`config.mk`:
```
export PLATFORM = sky130hd
export DESIGN_NAME = number_text_formatter_top
export DESIGN_NICKNAME = d
export VERILOG_FILES = /design/src/ntf_pkg.sv /design/src/ntf_digit_unit.sv /design/src/ntf_ctrl.sv /design/src/number_text_formatter_top.sv
export VERILOG_INCLUDE_DIRS = /design/src /design/src/src
export SDC_FILE = /design/constraint.sdc
export NUM_CORES = 1
export LEC_CHECK = 0
export BUFFER_PORTS_ARGS = -buffer_cell sky130_fd_sc_hd__buf_2
export CAP_MARGIN = 5
export CORE_MARGIN = 4
export CORE_UTILIZATION = 60
export CTS_CLUSTER_DIAMETER = 80
export CTS_CLUSTER_SIZE = 14
export DETAILED_ROUTE_END_ITERATION = 8
export PLACE_DENSITY = 0.81
export SLEW_MARGIN = 30
export SYNTH_ARGS = -nofsm -noshare
export SYNTH_HDL_FRONTEND = slang
export SYNTH_SLANG_ARGS = --single-unit
```
`constraint.sdc`:
```
create_clock -name i_clk -period 5.2 [get_ports i_clk]
set_clock_uncertainty 0.15 [all_clocks]
set_input_delay 1.04 -clock i_clk [delete_from_list [all_inputs] [get_ports i_clk]]
set_output_delay 1.04 -clock i_clk [all_outputs]
set_load 0.005 [all_outputs]
```
`src/assert_macros.svh`:
```
// ----------------------------------------------------------------------------
// Assertion macros
// Shared same-cycle-implication and next-cycle-implication property checks.
// ----------------------------------------------------------------------------
`ifndef ASSERT_MACROS_SVH
`define ASSERT_MACROS_SVH

// Consequent must hold in the same cycle as the antecedent.
`define ASSERT_SAME(lbl, clk, rst_n, ante, cons) \
    lbl: assert property (@(posedge clk) disable iff (!(rst_n)) (ante) |-> (cons)) \
        else $error("assertion failed");

// Consequent must hold in the cycle after the antecedent.
`define ASSERT_NEXT(lbl, clk, rst_n, ante, cons) \
    lbl: assert property (@(posedge clk) disable iff (!(rst_n)) (ante) |=> (cons)) \
        else $error("assertion failed");

`endif

```
`src/ntf_pkg.sv`:
```
// ----------------------------------------------------------------------------
// ntf_pkg
// Types, codes and constants shared by the number text formatter modules.
// ----------------------------------------------------------------------------
package ntf_pkg;

    localparam int VALUE_W = 54;
    localparam int CNT_W   = 6;
    localparam int KPOS_W  = 4;
    localparam int SYM_W   = 6;

    localparam logic [VALUE_W-1:0] GROUP_MIN = VALUE_W'(1000);

    // Operation codes; code three is unused and always fails.
    localparam logic [1:0] OP_KANJI = 2'd0;
    localparam logic [1:0] OP_ASCII = 2'd1;
    localparam logic [1:0] OP_WIDE  = 2'd2;

    localparam logic [SYM_W-1:0] SYM_ASCII_BASE = 6'd0;
    localparam logic [SYM_W-1:0] SYM_WIDE_BASE  = 6'd10;
    localparam logic [SYM_W-1:0] SYM_COMMA      = 6'd20;
    localparam logic [SYM_W-1:0] SYM_WIDE_COMMA = 6'd21;
    localparam logic [SYM_W-1:0] SYM_KJ_BASE    = 6'd21;
    localparam logic [SYM_W-1:0] SYM_PLACE_BASE = 6'd30;
    localparam logic [SYM_W-1:0] SYM_GROUP_BASE = 6'd33;
    localparam logic [SYM_W-1:0] SYM_CHO        = 6'd36;

    typedef enum logic [2:0] {
        ST_IDLE,
        ST_CONV,
        ST_SKIP,
        ST_EMIT,
        ST_FAIL
    } t_state;

    typedef enum logic [1:0] {
        CMD_HOLD,
        CMD_LOAD,
        CMD_DABBLE,
        CMD_SHIFT
    } t_cmd;

    typedef struct packed {
        logic [3:0] top;
        logic       low_zero;
    } t_dig_stat;

    typedef struct packed {
        logic             load;
        logic [SYM_W-1:0] symbol;
        logic             status;
        logic             last;
    } t_tok;

    function automatic logic [63:0] pow10(input int n);
        logic [63:0] p;
        p = 64'd1;
        for (int k = 0; k < n; k++) begin
            p = p * 64'd10;
        end
        return p;
    endfunction

endpackage

```
`src/ntf_digit_unit.sv`:
```
// ----------------------------------------------------------------------------
// ntf_digit_unit
// Binary shift register and BCD register with per-digit add-3 correction and a shift step.
// ----------------------------------------------------------------------------
module ntf_digit_unit
    import ntf_pkg::*;
#(
    parameter int MAX_DIGITS = 16
) (
    input  logic               i_clk,
    input  t_cmd               i_cmd,
    input  logic [VALUE_W-1:0] i_value,
    output t_dig_stat          o_stat
);

    localparam int BCD_W = 4 * MAX_DIGITS;

    logic [VALUE_W-1:0] r_bin;
    logic [BCD_W-1:0]   r_bcd;
    logic [VALUE_W-1:0] n_bin;
    logic [BCD_W-1:0]   n_bcd;
    logic [BCD_W-1:0]   w_adj;

    always_comb begin
        for (int i = 0; i < MAX_DIGITS; i++) begin
            w_adj[4*i +: 4] = (r_bcd[4*i +: 4] >= 4'd5) ? r_bcd[4*i +: 4] + 4'd3
                                                         : r_bcd[4*i +: 4];
        end
    end

    always_comb begin
        n_bin = r_bin;
        n_bcd = r_bcd;
        unique case (i_cmd)
            CMD_HOLD: begin
            end
            CMD_LOAD: begin
                n_bin = i_value;
                n_bcd = '0;
            end
            CMD_DABBLE: begin
                n_bcd = {w_adj[BCD_W-2:0], r_bin[VALUE_W-1]};
                n_bin = {r_bin[VALUE_W-2:0], 1'b0};
            end
            CMD_SHIFT: begin
                n_bcd = {r_bcd[BCD_W-5:0], 4'd0};
            end
            default: begin
            end
        endcase
    end

    always_ff @(posedge i_clk) begin
        r_bin <= n_bin;
        r_bcd <= n_bcd;
    end

    assign o_stat.top      = r_bcd[BCD_W-1 -: 4];
    assign o_stat.low_zero = (r_bcd[BCD_W-5:0] == '0);

endmodule

```
`src/ntf_ctrl.sv`:
```
// ----------------------------------------------------------------------------
// ntf_ctrl
// Sequencer: range check, conversion count, digit scan and token selection.
// ----------------------------------------------------------------------------
module ntf_ctrl
    import ntf_pkg::*;
#(
    parameter int MAX_DIGITS = 16
) (
    input  logic               i_clk,
    input  logic               i_rst_n,
    input  logic               i_in_valid,
    input  logic [1:0]         i_op,
    input  logic [VALUE_W-1:0] i_value,
    input  logic               i_out_free,
    input  t_dig_stat          i_stat,
    output logic               o_in_ready,
    output t_cmd               o_cmd,
    output t_tok               o_tok
);

    localparam int POS_BITS = $clog2(MAX_DIGITS);
    localparam logic [POS_BITS-1:0] POS_INIT  = POS_BITS'(MAX_DIGITS - 1);
    localparam logic [1:0]          MOD3_INIT = 2'((MAX_DIGITS - 1) % 3);
    localparam logic [VALUE_W-1:0]  LIMIT     = VALUE_W'(pow10(MAX_DIGITS));

    t_state              r_state, n_state;
    logic [1:0]          r_op, n_op;
    logic [CNT_W-1:0]    r_cnt, n_cnt;
    logic [POS_BITS-1:0] r_pos, n_pos;
    logic [1:0]          r_mod3, n_mod3;
    logic                r_ph, n_ph;
    logic                r_grp_nz, n_grp_nz;

    logic              w_fail;
    logic              w_kanji;
    logic [KPOS_W-1:0] w_kpos;
    logic [1:0]        w_q;
    logic [1:0]        w_g;
    logic              w_dnz;
    logic              w_tok1_v, w_tok2_v;
    logic [SYM_W-1:0]  w_tok1, w_tok2;
    logic              w_use2, w_emit, w_last;
    logic              w_conv_done;

    assign w_fail = (i_value >= LIMIT)
                 || ((i_op != OP_KANJI) && (i_op != OP_ASCII) && (i_op != OP_WIDE))
                 || ((i_op == OP_KANJI) && (i_value == '0))
                 || ((i_op != OP_KANJI) && (i_value < GROUP_MIN));

    assign w_kanji     = (r_op == OP_KANJI);
    assign w_kpos      = KPOS_W'(r_pos);
    assign w_q         = w_kpos[1:0];
    assign w_g         = w_kpos[3:2];
    assign w_dnz       = (i_stat.top != 4'd0);
    assign w_conv_done = (r_cnt == CNT_W'(VALUE_W - 1));

    // Up to two tokens per digit: a digit and a marker, or a digit and a comma.
    always_comb begin
        if (w_kanji) begin
            w_tok1 = SYM_KJ_BASE + SYM_W'(i_stat.top);
            if (w_q != 2'd0) begin
                w_tok1_v = (i_stat.top > 4'd1);
                w_tok2_v = w_dnz;
                w_tok2   = SYM_PLACE_BASE + SYM_W'(w_q);
            end else begin
                w_tok1_v = w_dnz;
                w_tok2_v = (w_g != 2'd0) && (r_grp_nz || w_dnz);
                w_tok2   = SYM_GROUP_BASE + SYM_W'(w_g);
            end
        end else begin
            w_tok1_v = 1'b1;
            w_tok1   = ((r_op == OP_WIDE) ? SYM_WIDE_BASE : SYM_ASCII_BASE)
                     + SYM_W'(i_stat.top);
            w_tok2_v = (r_pos != '0) && (r_mod3 == 2'd0);
            w_tok2   = (r_op == OP_WIDE) ? SYM_WIDE_COMMA : SYM_COMMA;
        end
    end

    // The marker phase is only entered when a second token exists.
    assign w_use2 = r_ph || !w_tok1_v;
    assign w_emit = (!r_ph && w_tok1_v) || w_tok2_v;
    always_comb begin
        if (w_use2) begin
            w_last = w_kanji && i_stat.low_zero;
        end else begin
            w_last = !w_tok2_v && (w_kanji ? i_stat.low_zero : (r_pos == '0));
        end
    end

    always_comb begin
        n_state = r_state;
        unique case (r_state)
            ST_IDLE: begin
                if (i_in_valid) begin
                    n_state = w_fail ? ST_FAIL : ST_CONV;
                end
            end
            ST_CONV: begin
                if (w_conv_done) begin
                    n_state = w_kanji ? ST_EMIT : ST_SKIP;
                end
            end
            ST_SKIP: begin
                if (w_dnz) begin
                    n_state = ST_EMIT;
                end
            end
            ST_EMIT: begin
                if (w_emit && i_out_free && w_last) begin
                    n_state = ST_IDLE;
                end
            end
            ST_FAIL: begin
                if (i_out_free) begin
                    n_state = ST_IDLE;
                end
            end
            default: n_state = ST_IDLE;
        endcase
    end

    always_comb begin
        n_op       = r_op;
        n_cnt      = r_cnt;
        n_pos      = r_pos;
        n_mod3     = r_mod3;
        n_ph       = r_ph;
        n_grp_nz   = r_grp_nz;
        o_cmd      = CMD_HOLD;
        o_in_ready = 1'b0;
        o_tok      = '0;
        unique case (r_state)
            ST_IDLE: begin
                o_in_ready = 1'b1;
                if (i_in_valid) begin
                    o_cmd    = CMD_LOAD;
                    n_op     = i_op;
                    n_cnt    = '0;
                    n_pos    = POS_INIT;
                    n_mod3   = MOD3_INIT;
                    n_ph     = 1'b0;
                    n_grp_nz = 1'b0;
                end
            end
            ST_CONV: begin
                o_cmd = CMD_DABBLE;
                n_cnt = r_cnt + CNT_W'(1);
            end
            ST_SKIP: begin
                if (!w_dnz) begin
                    o_cmd  = CMD_SHIFT;
                    n_pos  = r_pos - POS_BITS'(1);
                    n_mod3 = (r_mod3 == 2'd0) ? 2'd2 : r_mod3 - 2'd1;
                end
            end
            ST_EMIT: begin
                if (w_emit && i_out_free) begin
                    o_tok.load   = 1'b1;
                    o_tok.symbol = w_use2 ? w_tok2 : w_tok1;
                    o_tok.last   = w_last;
                end
                if (w_emit && i_out_free && !w_use2 && w_tok2_v) begin
                    n_ph = 1'b1;
                end else if (!w_emit || i_out_free) begin
                    o_cmd    = CMD_SHIFT;
                    n_pos    = r_pos - POS_BITS'(1);
                    n_mod3   = (r_mod3 == 2'd0) ? 2'd2 : r_mod3 - 2'd1;
                    n_ph     = 1'b0;
                    n_grp_nz = (w_q == 2'd0) ? 1'b0 : (r_grp_nz || w_dnz);
                end
            end
            ST_FAIL: begin
                if (i_out_free) begin
                    o_tok.load   = 1'b1;
                    o_tok.status = 1'b1;
                    o_tok.last   = 1'b1;
                end
            end
            default: begin
            end
        endcase
    end

    always_ff @(posedge i_clk) begin
        if (!i_rst_n) begin
            r_state <= ST_IDLE;
        end else begin
            r_state <= n_state;
        end
        r_op     <= n_op;
        r_cnt    <= n_cnt;
        r_pos    <= n_pos;
        r_mod3   <= n_mod3;
        r_ph     <= n_ph;
        r_grp_nz <= n_grp_nz;
    end

endmodule

```
`src/number_text_formatter_top.sv`:
```
// ----------------------------------------------------------------------------
// number_text_formatter_top
// Renders a binary number as kanji numerals or comma-grouped digit tokens.
// ----------------------------------------------------------------------------
//  Channel  Dir  Payload                                Word
//  s_axis   in   tdata: value; tuser: operation         one number
//  m_axis   out  tdata: symbol; tuser: status; tlast    one token
//
//  A number is taken in an idle cycle, then all 54 value bits pass through double-dabble conversion.
//  Grouped modes then skip leading zero digits to find the top digit of the value.
//  Each digit position gives at most two tokens: a digit and a marker or a comma.
//  A value with no rendering gives one unavailable word, via the fail state and output register.
//  Reset is synchronous, active low; a stalled output holds the sequencer until taken.
// ----------------------------------------------------------------------------
`include "assert_macros.svh"

module number_text_formatter_top
    import ntf_pkg::*;
#(
    parameter int MAX_DIGITS = 16
) (
    input  logic        i_clk,
    input  logic        i_rst_n,
    input  logic        s_axis_tvalid,
    output logic        s_axis_tready,
    input  logic [55:0] s_axis_tdata,   // [53:0] value
    input  logic [1:0]  s_axis_tuser,   // [1:0] operation
    output logic        m_axis_tvalid,
    input  logic        m_axis_tready,
    output logic [7:0]  m_axis_tdata,   // [5:0] symbol
    output logic [0:0]  m_axis_tuser,   // [0] status
    output logic        m_axis_tlast
);

    t_cmd      w_cmd;
    t_dig_stat w_stat;
    t_tok      w_tok;
    logic      w_out_free;

    logic             r_m_valid;
    logic [SYM_W-1:0] r_m_symbol;
    logic             r_m_status;
    logic             r_m_last;

    assign w_out_free = !r_m_valid || m_axis_tready;

    ntf_digit_unit #(
        .MAX_DIGITS (MAX_DIGITS)
    ) u_digit (
        .i_clk   (i_clk),
        .i_cmd   (w_cmd),
        .i_value (s_axis_tdata[VALUE_W-1:0]),
        .o_stat  (w_stat)
    );

    ntf_ctrl #(
        .MAX_DIGITS (MAX_DIGITS)
    ) u_ctrl (
        .i_clk      (i_clk),
        .i_rst_n    (i_rst_n),
        .i_in_valid (s_axis_tvalid),
        .i_op       (s_axis_tuser),
        .i_value    (s_axis_tdata[VALUE_W-1:0]),
        .i_out_free (w_out_free),
        .i_stat     (w_stat),
        .o_in_ready (s_axis_tready),
        .o_cmd      (w_cmd),
        .o_tok      (w_tok)
    );

    always_ff @(posedge i_clk) begin
        if (!i_rst_n) begin
            r_m_valid <= 1'b0;
        end else if (w_tok.load) begin
            r_m_valid <= 1'b1;
        end else if (m_axis_tready) begin
            r_m_valid <= 1'b0;
        end
        if (w_tok.load) begin
            r_m_symbol <= w_tok.symbol;
            r_m_status <= w_tok.status;
            r_m_last   <= w_tok.last;
        end
    end

    assign m_axis_tvalid = r_m_valid;
    assign m_axis_tdata  = {2'b00, r_m_symbol};
    assign m_axis_tuser  = r_m_status;
    assign m_axis_tlast  = r_m_last;

    // An unavailable word is always a lone, final word with a zero symbol.
    `ASSERT_SAME(a_fail_word, i_clk, i_rst_n, m_axis_tvalid && m_axis_tuser[0],
        m_axis_tlast && (m_axis_tdata == 8'd0))
    // The sequencer works on one number at a time.
    `ASSERT_NEXT(a_one_item, i_clk, i_rst_n, s_axis_tvalid && s_axis_tready, !s_axis_tready)
    // Symbols stay inside the token code range.
    `ASSERT_SAME(a_sym_range, i_clk, i_rst_n, m_axis_tvalid,
        m_axis_tdata[5:0] <= SYM_CHO)
    // A word is only loaded when the output register can take it.
    `ASSERT_SAME(a_no_overrun, i_clk, i_rst_n, w_tok.load, w_out_free)

endmodule
```
Word-level counts from Yosys, hierarchy flattened
Cells that the tools add are included.
{"block": "totals", "output_inout_bits": 12, "inputBits": 62, "wordCells": 201, "reg_bits": 146}
{"block": "op_classes", "muxes": 73, "addsub": 23, "eq_ne": 20, "n_lt_le_gt_ge": 19, "n_reduce_logical": 53}
{"operator": "64-bit case mux with 3 select lines", "n": 1}
{"operator": "54-bit case mux with 2 select lines", "n": 1}
{"operator": "4-bit two-way mux", "n": 20}
{"operator": "4-bit by 3-bit greater-or-equal comparator with 1-bit output (second input constant)", "n": 16}
{"operator": "4-bit by 2-bit adder with 4-bit output (second input constant)", "n": 15}
{"operator": "60-bit logical NOT", "n": 1}
{"operator": "54-bit greater-or-equal comparator (second input constant)", "n": 1}
{"operator": "54-bit logical NOT", "n": 1}
{"operator": "54-bit by 10-bit less-than comparator with 1-bit output (second input constant)", "n": 1}
{"operator": "6-bit two-way mux", "n": 5}
{"operator": "3-bit two-way mux", "n": 7}
{"operator": "1-bit two-way mux", "n": 20}
{"operator": "2-bit two-way mux", "n": 9}
{"operator": "3-bit case mux with 5 select lines", "n": 1}
{"operator": "2-bit nonzero test", "n": 7}
{"operator": "1-bit logical AND", "n": 13}
{"operator": "2-bit by 1-bit != test with 1-bit output (second input constant)", "n": 6}
{"operator": "4-bit case mux with 3 select lines", "n": 1}
{"operator": "6-bit case mux with 2 select lines", "n": 1}
{"operator": "5-bit AND reduction", "n": 2}
{"operator": "2-bit logical NOT", "n": 4}
{"operator": "1-bit logical OR", "n": 8}
{"operator": "2-bit != test (second input constant)", "n": 4}
{"operator": "1-bit case mux with 2 select lines", "n": 4}
{"operator": "27 further kinds", "n": 39}

Depth between registers and ports, before layout
Gate-level depths: netlist of the first run.
{"block": "depth", "word_depth": 13, "mapped_depth": 16, "ltp_nobuf": 13}

Cells and area by module
From an unflattened synthesis of the first run, not the netlist that was laid out.
{"block": "unflattened", "cells_unflattened": 785, "area_unflattened_um2": 8748.4}
{"module": "ntf_digit_unit", "seq_area_each_um2": 3543.4, "area_each_um2": 6652.6, "cells_per_inst": 560, "n_inst": 1}
{"module": "ntf_ctrl", "seq_area_each_um2": 540.5, "area_each_um2": 1788.0, "cells_per_inst": 210, "n_inst": 1}
{"module": "number_text_formatter_top", "seq_area_each_um2": 260.2, "area_each_um2": 307.8, "cells_per_inst": 15, "n_inst": 1}

Worst setup path before layout of the first run
Ideal clock, no wire load.
{"block": "synth_path", "path_kind": "register -> register", "start": "register u_ctrl.r_pos[0]", "end": "register u_digit.r_bcd[0], enable pin", "t_arrival_ns": 3.533, "stages_incl_launch_ff": 12, "period_less_slack_ns": 4.101, "required_time_ns": 4.632, "n_path_buf": 1, "setup_slack_ns": 1.099, "setup_time_ns": 0.418, "path_cell_list": "edfxtp_1 -> inv_1 -> ha_1 -> buf_2 -> nand2b_1 -> a2111oi_4 -> nor2_4 -> maj3_2 -> a21oi_2 -> nor2_1 -> ha_1 -> inv_1"}
{"block": "synth_between", "elab_chain_cells": 12, "word_cells_on_any_way": 24, "cone_classes": "3 x eq/ne; 7 x mux; 14 x reduce/logical"}
{"element": "start, declared", "line_no": "ntf_ctrl.sv:30", "rtl": "logic [POS_BITS-1:0] r_pos, n_pos;"}
{"element": "start signal, assigned", "line_no": "ntf_ctrl.sv:193", "rtl": "r_pos <= n_pos;"}
{"element": "2-bit nonzero test", "line_no": "ntf_ctrl.sv:62", "rtl": "if (w_q != 2'd0) begin"}
{"element": "1-bit two-way mux", "line_no": "ntf_ctrl.sv:62"}
{"element": "1-bit two-way mux", "line_no": "ntf_ctrl.sv:60", "rtl": "if (w_kanji) begin"}
{"element": "1-bit logical AND or 1-bit logical NOT (tied branches)", "line_no": "ntf_ctrl.sv:82, ntf_ctrl.sv:81"}
{"element": "1-bit logical OR, on equally long branches", "line_no": "ntf_ctrl.sv:82, ntf_ctrl.sv:81"}
{"element": "1-bit logical NOT, or another cell as far along", "line_no": "ntf_ctrl.sv:165", "rtl": "end else if (!w_emit || i_out_free) begin"}
{"element": "1-bit logical OR or 1-bit logical AND (tied branches)", "line_no": "ntf_ctrl.sv:165, ntf_ctrl.sv:163"}
{"element": "2-bit two-way mux or 1-bit logical AND (tied branches)", "line_no": "ntf_ctrl.sv:165, ntf_ctrl.sv:163"}
{"element": "2-bit two-way mux *", "line_no": "ntf_ctrl.sv:163", "rtl": "if (w_emit && i_out_free && !w_use2 && w_tok2_v) begin"}
{"element": "2-bit case mux with 4 select lines *", "line_no": "ntf_ctrl.sv:133", "rtl": "unique case (r_state)"}
{"element": "2-bit by 1-bit equality test with 1-bit output or 2-bit equality test (tied branches)", "line_no": "ntf_digit_unit.sv:34", "rtl": "unique case (i_cmd)"}
{"element": "3-bit nonzero test (no source line) *"}
{"element": "end signal, assigned", "line_no": "ntf_digit_unit.sv:55", "rtl": "r_bcd <= n_bcd;"}
{"element": "end, declared", "line_no": "ntf_digit_unit.sv:19", "rtl": "logic [BCD_W-1:0] r_bcd;"}
Every way passes the cells marked *; elsewhere a longest branch is shown, timed or not.
A chain may end at the register's enable or synchronous reset.

Worst setup path in the final report of the first run
{"block": "layout_path", "start": "register u_ctrl.r_pos[0]", "end": "register u_digit.r_bcd[48] (data pin)"}
{"block": "layout_between", "elab_chain_cells": 12, "word_cells_on_any_way": 24, "cone_classes": "3 x eq/ne; 8 x mux; 13 x reduce/logical"}
{"element": "2-bit nonzero test", "line_no": "ntf_ctrl.sv:62"}
{"element": "1-bit two-way mux", "line_no": "ntf_ctrl.sv:62"}
{"element": "1-bit two-way mux", "line_no": "ntf_ctrl.sv:60"}
{"element": "1-bit logical AND or 1-bit logical NOT (tied branches)", "line_no": "ntf_ctrl.sv:82, ntf_ctrl.sv:81"}
{"element": "1-bit logical OR, on equally long branches", "line_no": "ntf_ctrl.sv:82, ntf_ctrl.sv:81"}
{"element": "1-bit logical NOT, or another cell as far along", "line_no": "ntf_ctrl.sv:165"}
{"element": "1-bit logical OR or 1-bit logical AND (tied branches)", "line_no": "ntf_ctrl.sv:165, ntf_ctrl.sv:163"}
{"element": "2-bit two-way mux or 1-bit logical AND (tied branches)", "line_no": "ntf_ctrl.sv:165, ntf_ctrl.sv:163"}
{"element": "2-bit two-way mux *", "line_no": "ntf_ctrl.sv:163"}
{"element": "2-bit case mux with 4 select lines *", "line_no": "ntf_ctrl.sv:133"}
{"element": "2-bit equality test or 2-bit by 1-bit equality test with 1-bit output (tied branches)", "line_no": "ntf_digit_unit.sv:34"}
{"element": "64-bit case mux with 3 select lines *", "line_no": "ntf_digit_unit.sv:34"}
{"element": "named net u_digit.n_bcd[48]", "line_no": "ntf_digit_unit.sv:21", "rtl": "logic [BCD_W-1:0] n_bcd;"}
The timed path passes the listed nets; every way through them passes the cells marked *.

==> metrics, run 1 <==
biggest area consumer among synthesized cells=edfxtp_1; Main synth FF type=edfxtp_1; Synth Area in Compound Gates=12.4%; Rows=between 40 and 50; Area Growth Syn to Fin=13.0%; IO Pins=74; GPL Wtd Cong=0.860; Slew HR=between 40 and 50%; Leak Pwr=3.65 nW; Final Max Tran Viols=0; Cells after Synth=801; Startpoint Class=register; Tmin final=4170 ps; layout cell share with drive strength beyond 1=about 20%; Ys Warns=0; DP HPWL=13300 µm; Clock Tree Root=clkbuf_16; worst-margin pin slew=789 ps; main combinational cell family by area after synthesis=simple AND/OR/NAND/NOR gates; fraction of synthesized area in multiplexers=roughly 7%; TritonCTS clock tree=done; Worst Setup Path Type=register to register; Synth Area in Adders=9.22%; Port Buf Inserts=69; clk_lat worst skew=430 ps; Area after DPL=9250 µm²; most common cell in the synthesized netlist=edfxtp_1; Die X=between 100 and 150 µm; Resize count post-CTS=0; Core Footprint=14000 µm²; # setup viols final=0; Simple-Gate Fraction of Synth Area=14.7%; Routed Antenna Nets=0; DRC=0; initial core utilization=approximately three fifths; Layout fillers=993; routed length per instance=17.5 µm; Synth cell types=55; initial antenna violation count=0; Max Buffers Root-to-Sink=2; top cells by area, synth=edfxtp_1 49%, ha_1 9.1%, mux2_2 7.1%; PD cells=473 nW/µm²; Tcrit/Tclk final=80.2%; Synth Area in XOR/XNOR=2.93%; Peak supply drop=0.272 mV; GRT Residual Overflow=0; Nets=997; status=finished clean; clock slew at reported path FFs=60 ps; drt pass-1 iters=5; post-placement cell count=approximately 1.0k; area of the die=between 15000 and 20000 µm²; crit path capture type=register; sequential fraction of the synthesis area=50.1%; final setup TNS=0 ps; Worst Hold Class=register to register; Die Y=128 µm; Final Cell Area=9800 µm²; wirelength, routed=18600 µm; Antenna Diode Count=0; H-tree level count=4; crit path max fanout=30; DRT iter0 DRCs=574; final hold violation count=0; Worst EP arrival=approximately 4200 ps; Vias=6426; # clock sinks=146; fmax=about 0.24 GHz; Vias/cell=6.03; maximum capacitance violations=0; Non-Filler Instances=approximately 1.1k; EDFF count, synth=142; CTS buffer count=17; asr flop ratio synth=0%; setup bufs post-CTS=0; Critical Path RT=5220 ps; Yosys top cell area share=about half; GRT Resource Usage Total=23.5%; synthesized area=8670 µm²; vias in the first global route=6474; largest net degree at the start of global routing=61; first-pass GRT wire length=approximately 31000 µm; Mean Syn Cell Area=about 11 µm²; RSZ-0062 raised after global routing=false; FF+latch count, synth=146; Post-CTS Hold Buffers=0; most instantiated cells after synthesis=142 x edfxtp_1, 80 x nand2_1, 77 x o21ai_0, 64 x a21oi_1, 63 x ha_1
## flip-flops by register name, summed over array words and instances, names as in the netlist
signal and count:
u_ctrl.r_mod3 2, r_m_symbol 6, m_axis_tlast 1, u_ctrl.r_pos 4, u_ctrl.r_grp_nz 1, u_ctrl.r_state 3, u_digit.r_bcd 64, u_ctrl.r_op 2
u_digit.r_bin 54, u_ctrl.r_ph 1, m_axis_tuser 1, u_ctrl.r_cnt 6, m_axis_tvalid 1
## kinds of logic (layout without fill, tap and decap cells)
group	Yosys count	after routing
and+or+nand+nor	244	244
AOI/OAI and AO/OA	185	185
DFF	146	146
buffers and inverters	77	160
adders and majority gates	64	64
muxes	55	55
xor gates and xnor gates	29	29
other	1	2
## power by group
group	switching, mW	internal (mW)
sequential	0.308	1.79
clock	0.507	0.663
combinational	0.811	0.564
## stage by stage
stage                     setup WS [ps]  hold WS, ps  utilization, %  total power, mW
final                              1030          386            69.8             4.64
after global routing                737          407            69.8             4.92
after CTS                          1030          389            69.8             4.65
after detailed placement           1060          371            65.8             3.47
after global placement             1160          358            65.8             3.35
after floorplan                    1100          353               -             3.03
## worst paths after layout
kind	end	startpoint	cells past startpoint	slack [ps]
worst max register to register	u_digit.r_bcd[48]	u_ctrl.r_pos[0]	13	1030
worst max-delay path	u_digit.r_bcd[48]	u_ctrl.r_pos[0]	13	1030
worst min register to register	u_digit.r_bcd[0]	u_digit.r_bin[53]	1	390
worst min-delay path	u_digit.r_bcd[0]	u_digit.r_bin[53]	1	390
## worst max-delay path, stage by stage (launching register included)
cell and delay (ps):
edfxtp_1 430, inv_1 90, ha_1 320, nand2b_1 230, a2111oi_4 480, nor2_4 130, maj3_2 340, a21oi_2 230
nor2_1 110, ha_1 300, o21ai_4 670, nor3b_1 130, o21ai_0 200, o31ai_1 90
## cells in the final DEF, fill, tap and decap left out, types with 10 or more instances in the layout
cell,Yosys,layout
edfxtp_1,142,142
nand2_1,80,80
o21ai_0,77,76
buf_2,3,69
a21oi_1,64,64
ha_1,63,61
mux2_2,55,55
inv_1,49,47
nor2_1,43,43
nor3b_1,28,28
xnor2_1,22,22
nand2b_1,21,21
clkbuf_16,0,17
nor4_1,14,14
nor2b_1,10,10
o31ai_1,10,10
## per-layer routing
layer | part of all wire, % | track usage [%] | routed length, µm | up-vias
met2 | 50 | 39.8 | 9410 | 234
met1 | 41 | 29.0 | 7720 | 3089
met3 | 5.9 | 5.67 | 1100 | 32
met4 | 2.3 | 9.05 | 427 | 0
li1 | - | - | - | 3071
met5 | 0 | 0 | 0 | -
## final cells by class
cell class | count | area [µm²] | area share, %
Sequential cell | 146 | 4340 | 44.3
Timing Repair Buffer | 79 | 445 | 4.54
Tap cell | 180 | 225 | 2.30
Clock inverter | 14 | 128 | 1.30
Inverter | 49 | 184 | 1.88
Multi-Input combinational cell | 579 | 4050 | 41.3
Clock buffer | 18 | 429 | 4.38
(Power assumes the default switching activity.)
==> run 2: changes to the inputs <==
--- a/config.mk
+++ b/config.mk
@@ -9,11 +9,11 @@
 export BUFFER_PORTS_ARGS = -buffer_cell sky130_fd_sc_hd__buf_2
 export CAP_MARGIN = 5
 export CORE_MARGIN = 4
-export CORE_UTILIZATION = 60
+export CORE_UTILIZATION = 55
 export CTS_CLUSTER_DIAMETER = 80
 export CTS_CLUSTER_SIZE = 14
 export DETAILED_ROUTE_END_ITERATION = 8
-export PLACE_DENSITY = 0.81
+export PLACE_DENSITY = 0.78
 export SLEW_MARGIN = 30
 export SYNTH_ARGS = -nofsm -noshare
 export SYNTH_HDL_FRONTEND = slang
==> constraint.sdc (replaced) <==
create_clock -name i_clk -period 3.7 [get_ports i_clk]
set_clock_uncertainty 0.15 [all_clocks]
set_input_delay 0.74 -clock i_clk [delete_from_list [all_inputs] [get_ports i_clk]]
set_output_delay 0.74 -clock i_clk [all_outputs]
set_load 0.005 [all_outputs]
==> run 2 against run 1 <==
Non-clock buffer count grew 9. Critical path depth shrank 2. Cell area grew 1.6%. Global-route usage shrank 3.2 points. Routed wire length shrank 4.4%. Critical path type unchanged.
==> metrics, run 2 (same netlist as run 1, synthesis figures left out) <==
most common cell after layout, fill and taps aside=edfxtp_1; Layout fillers=1204; crit path cell chain=inv_1 -> ha_1 -> buf_4 -> a211oi_1 -> a221oi_2 -> maj3_2 -> a21oi_2 -> nand2b_1 -> ha_2 -> buf_12 -> mux2_2; Worst path depth=11; Final Max Tran Viols=0; H-tree level count=4; Resize count post-CTS=0; DRC=0; Top delay family on crit path=adder cells; Worst Setup EP=u_digit.r_bin[23]; Clock Tree Root=clkbuf_16; CP startpoint=u_ctrl.r_pos[1]; first-pass GRT wire length=29300 µm; PD cells=652 nW/µm²; setup bufs post-CTS=0; Tmin final=3460 ps; CP bufs+invs=3; reg-to-reg startpoint=u_ctrl.r_pos[1]; biggest regs=u_digit.r_bcd x64, u_digit.r_bin x54; IO Pins=74; final setup TNS=0 ps; drt pass-1 iters=5; status=finished clean; final hold violation count=0; max FFs per register=between 60 and 70; Core Footprint=approximately 15000 µm²; Nets=1006; Leak Pwr=around 3.7 nW; pre-CTS setup slack=between 150 and 200 ps; setup slack on the worst flop-to-flop path=240 ps; Critical Path RT=3720 ps; Tcrit/Tclk final=slightly above 90%; setup ws final=239 ps; fmax=0.289 GHz; CP max stage delay=between 300 and 400 ps; total power=6.50 mW; Die Y=between 100 and 150 µm; CTS buffer count=17; met3 usage=4.76%; # clock sinks=roughly 150; wirelength, routed=17800 µm; DP HPWL=12300 µm; Worst Hold Class=register to register; Vias=approximately 6.3k; vias in the first global route=slightly below 6k; Rows=45; Slew HR=57.6%; initial core utilization=between 50 and 60%; most frequent cells in the layout=142 x edfxtp_1, 80 x nand2_1, 76 x o21ai_0; crit path max fanout=52; clk_lat worst skew=430 ps; worst-margin pin slew=630 ps; area of the die=17800 µm²; DRT iter0 DRCs=467; clock slew at reported path FFs=~60 ps; Vias/cell=5.68; Reg with most FFs=u_digit.r_bcd; Worst EP arrival=3490 ps; GPL Wtd Cong=0.862; crit path capture type=register; Antenna Diode Count=0; reg2reg end=u_digit.r_bin[23]; Die X=134 µm; Area Growth Syn to Fin=14.9%; maximum capacitance violations=0; Startpoint Class=register; largest net degree at the start of global routing=65; Routed Antenna Nets=0; Max Buffers Root-to-Sink=2; Peak supply drop=roughly 0.41 mV; slowest CP cell=edfxtp_1; routing usage on met2=31.8%; TritonCTS clock tree=done; Port Buf Inserts=69; GRT Residual Overflow=0; M1 GR Usage=28.3%; routed length per instance=16.1 µm; layout cell share with drive strength beyond 1=around 21%; # setup viols final=0; GRT Resource Usage Total=20.3%; most crowded layer after global routing=met2; reg2reg path depth=11; Post-CTS Hold Buffers=0; initial antenna violation count=0; Worst Setup Path Type=register to register
run 2: cell count changes in the layout (fill, tap and decap cells not counted), sizes merged:
cell / delta
clkinv: -2
bufinv: -1
clkbuf: +1
buf: +8
clkinvlp: +2
inv: +1
run 2: layer usage:
metal  routed length [µm]  up-vias
met1                 8170     2980
met4                  233        0
met3                 1100       19
met5                    0        -
met2                 8330      181
li1                     -     3100
run 2: final cells by class:
cell class              instances  area, µm²  area share (%)
repair buffers                 88        568            5.70
well taps                     211        264            2.65
clock buffers                  18        429            4.31
clock inverters                14        120            1.21
inverters                      49        191            1.92
multi-input cells             579       4050            40.6
flip-flops and latches        146       4340            43.6
run 2: worst min-delay path by stage:
| stage | cells past startpoint | from | slack (ps) | endpoint |
|---|---|---|---|---|
| after floorplan | 1 | u_digit.r_bin[53] | 350 | u_digit.r_bcd[0] |
| after global placement | 1 | u_digit.r_bin[53] | 360 | u_digit.r_bcd[0] |
| final | 1 | u_digit.r_bin[53] | 380 | u_digit.r_bcd[0] |
| after CTS | 1 | u_digit.r_bin[53] | 390 | u_digit.r_bcd[0] |
| after global routing | 1 | u_digit.r_bin[25] | 410 | u_digit.r_bin[26] |
| after detailed placement | 1 | u_digit.r_bin[53] | 370 | u_digit.r_bcd[0] |
run 2: through the flow:
step,util (%),hold slack (ps),cell area [µm²],instances
finish,65.1,383,9960,1105
global route,65.1,412,9960,1105
CTS,64.8,386,9920,1102
detailed placement,61.2,371,9380,1070
global placement,61.2,362,9380,1070
floorplan,-,353,8680,802
run 2: power breakdown:
part           total (mW)  internal, mW  switching [mW]
clock                1.62         0.880           0.744
combinational        1.94         0.828            1.11
sequential           2.93          2.51           0.425
total                6.50          4.22            2.28
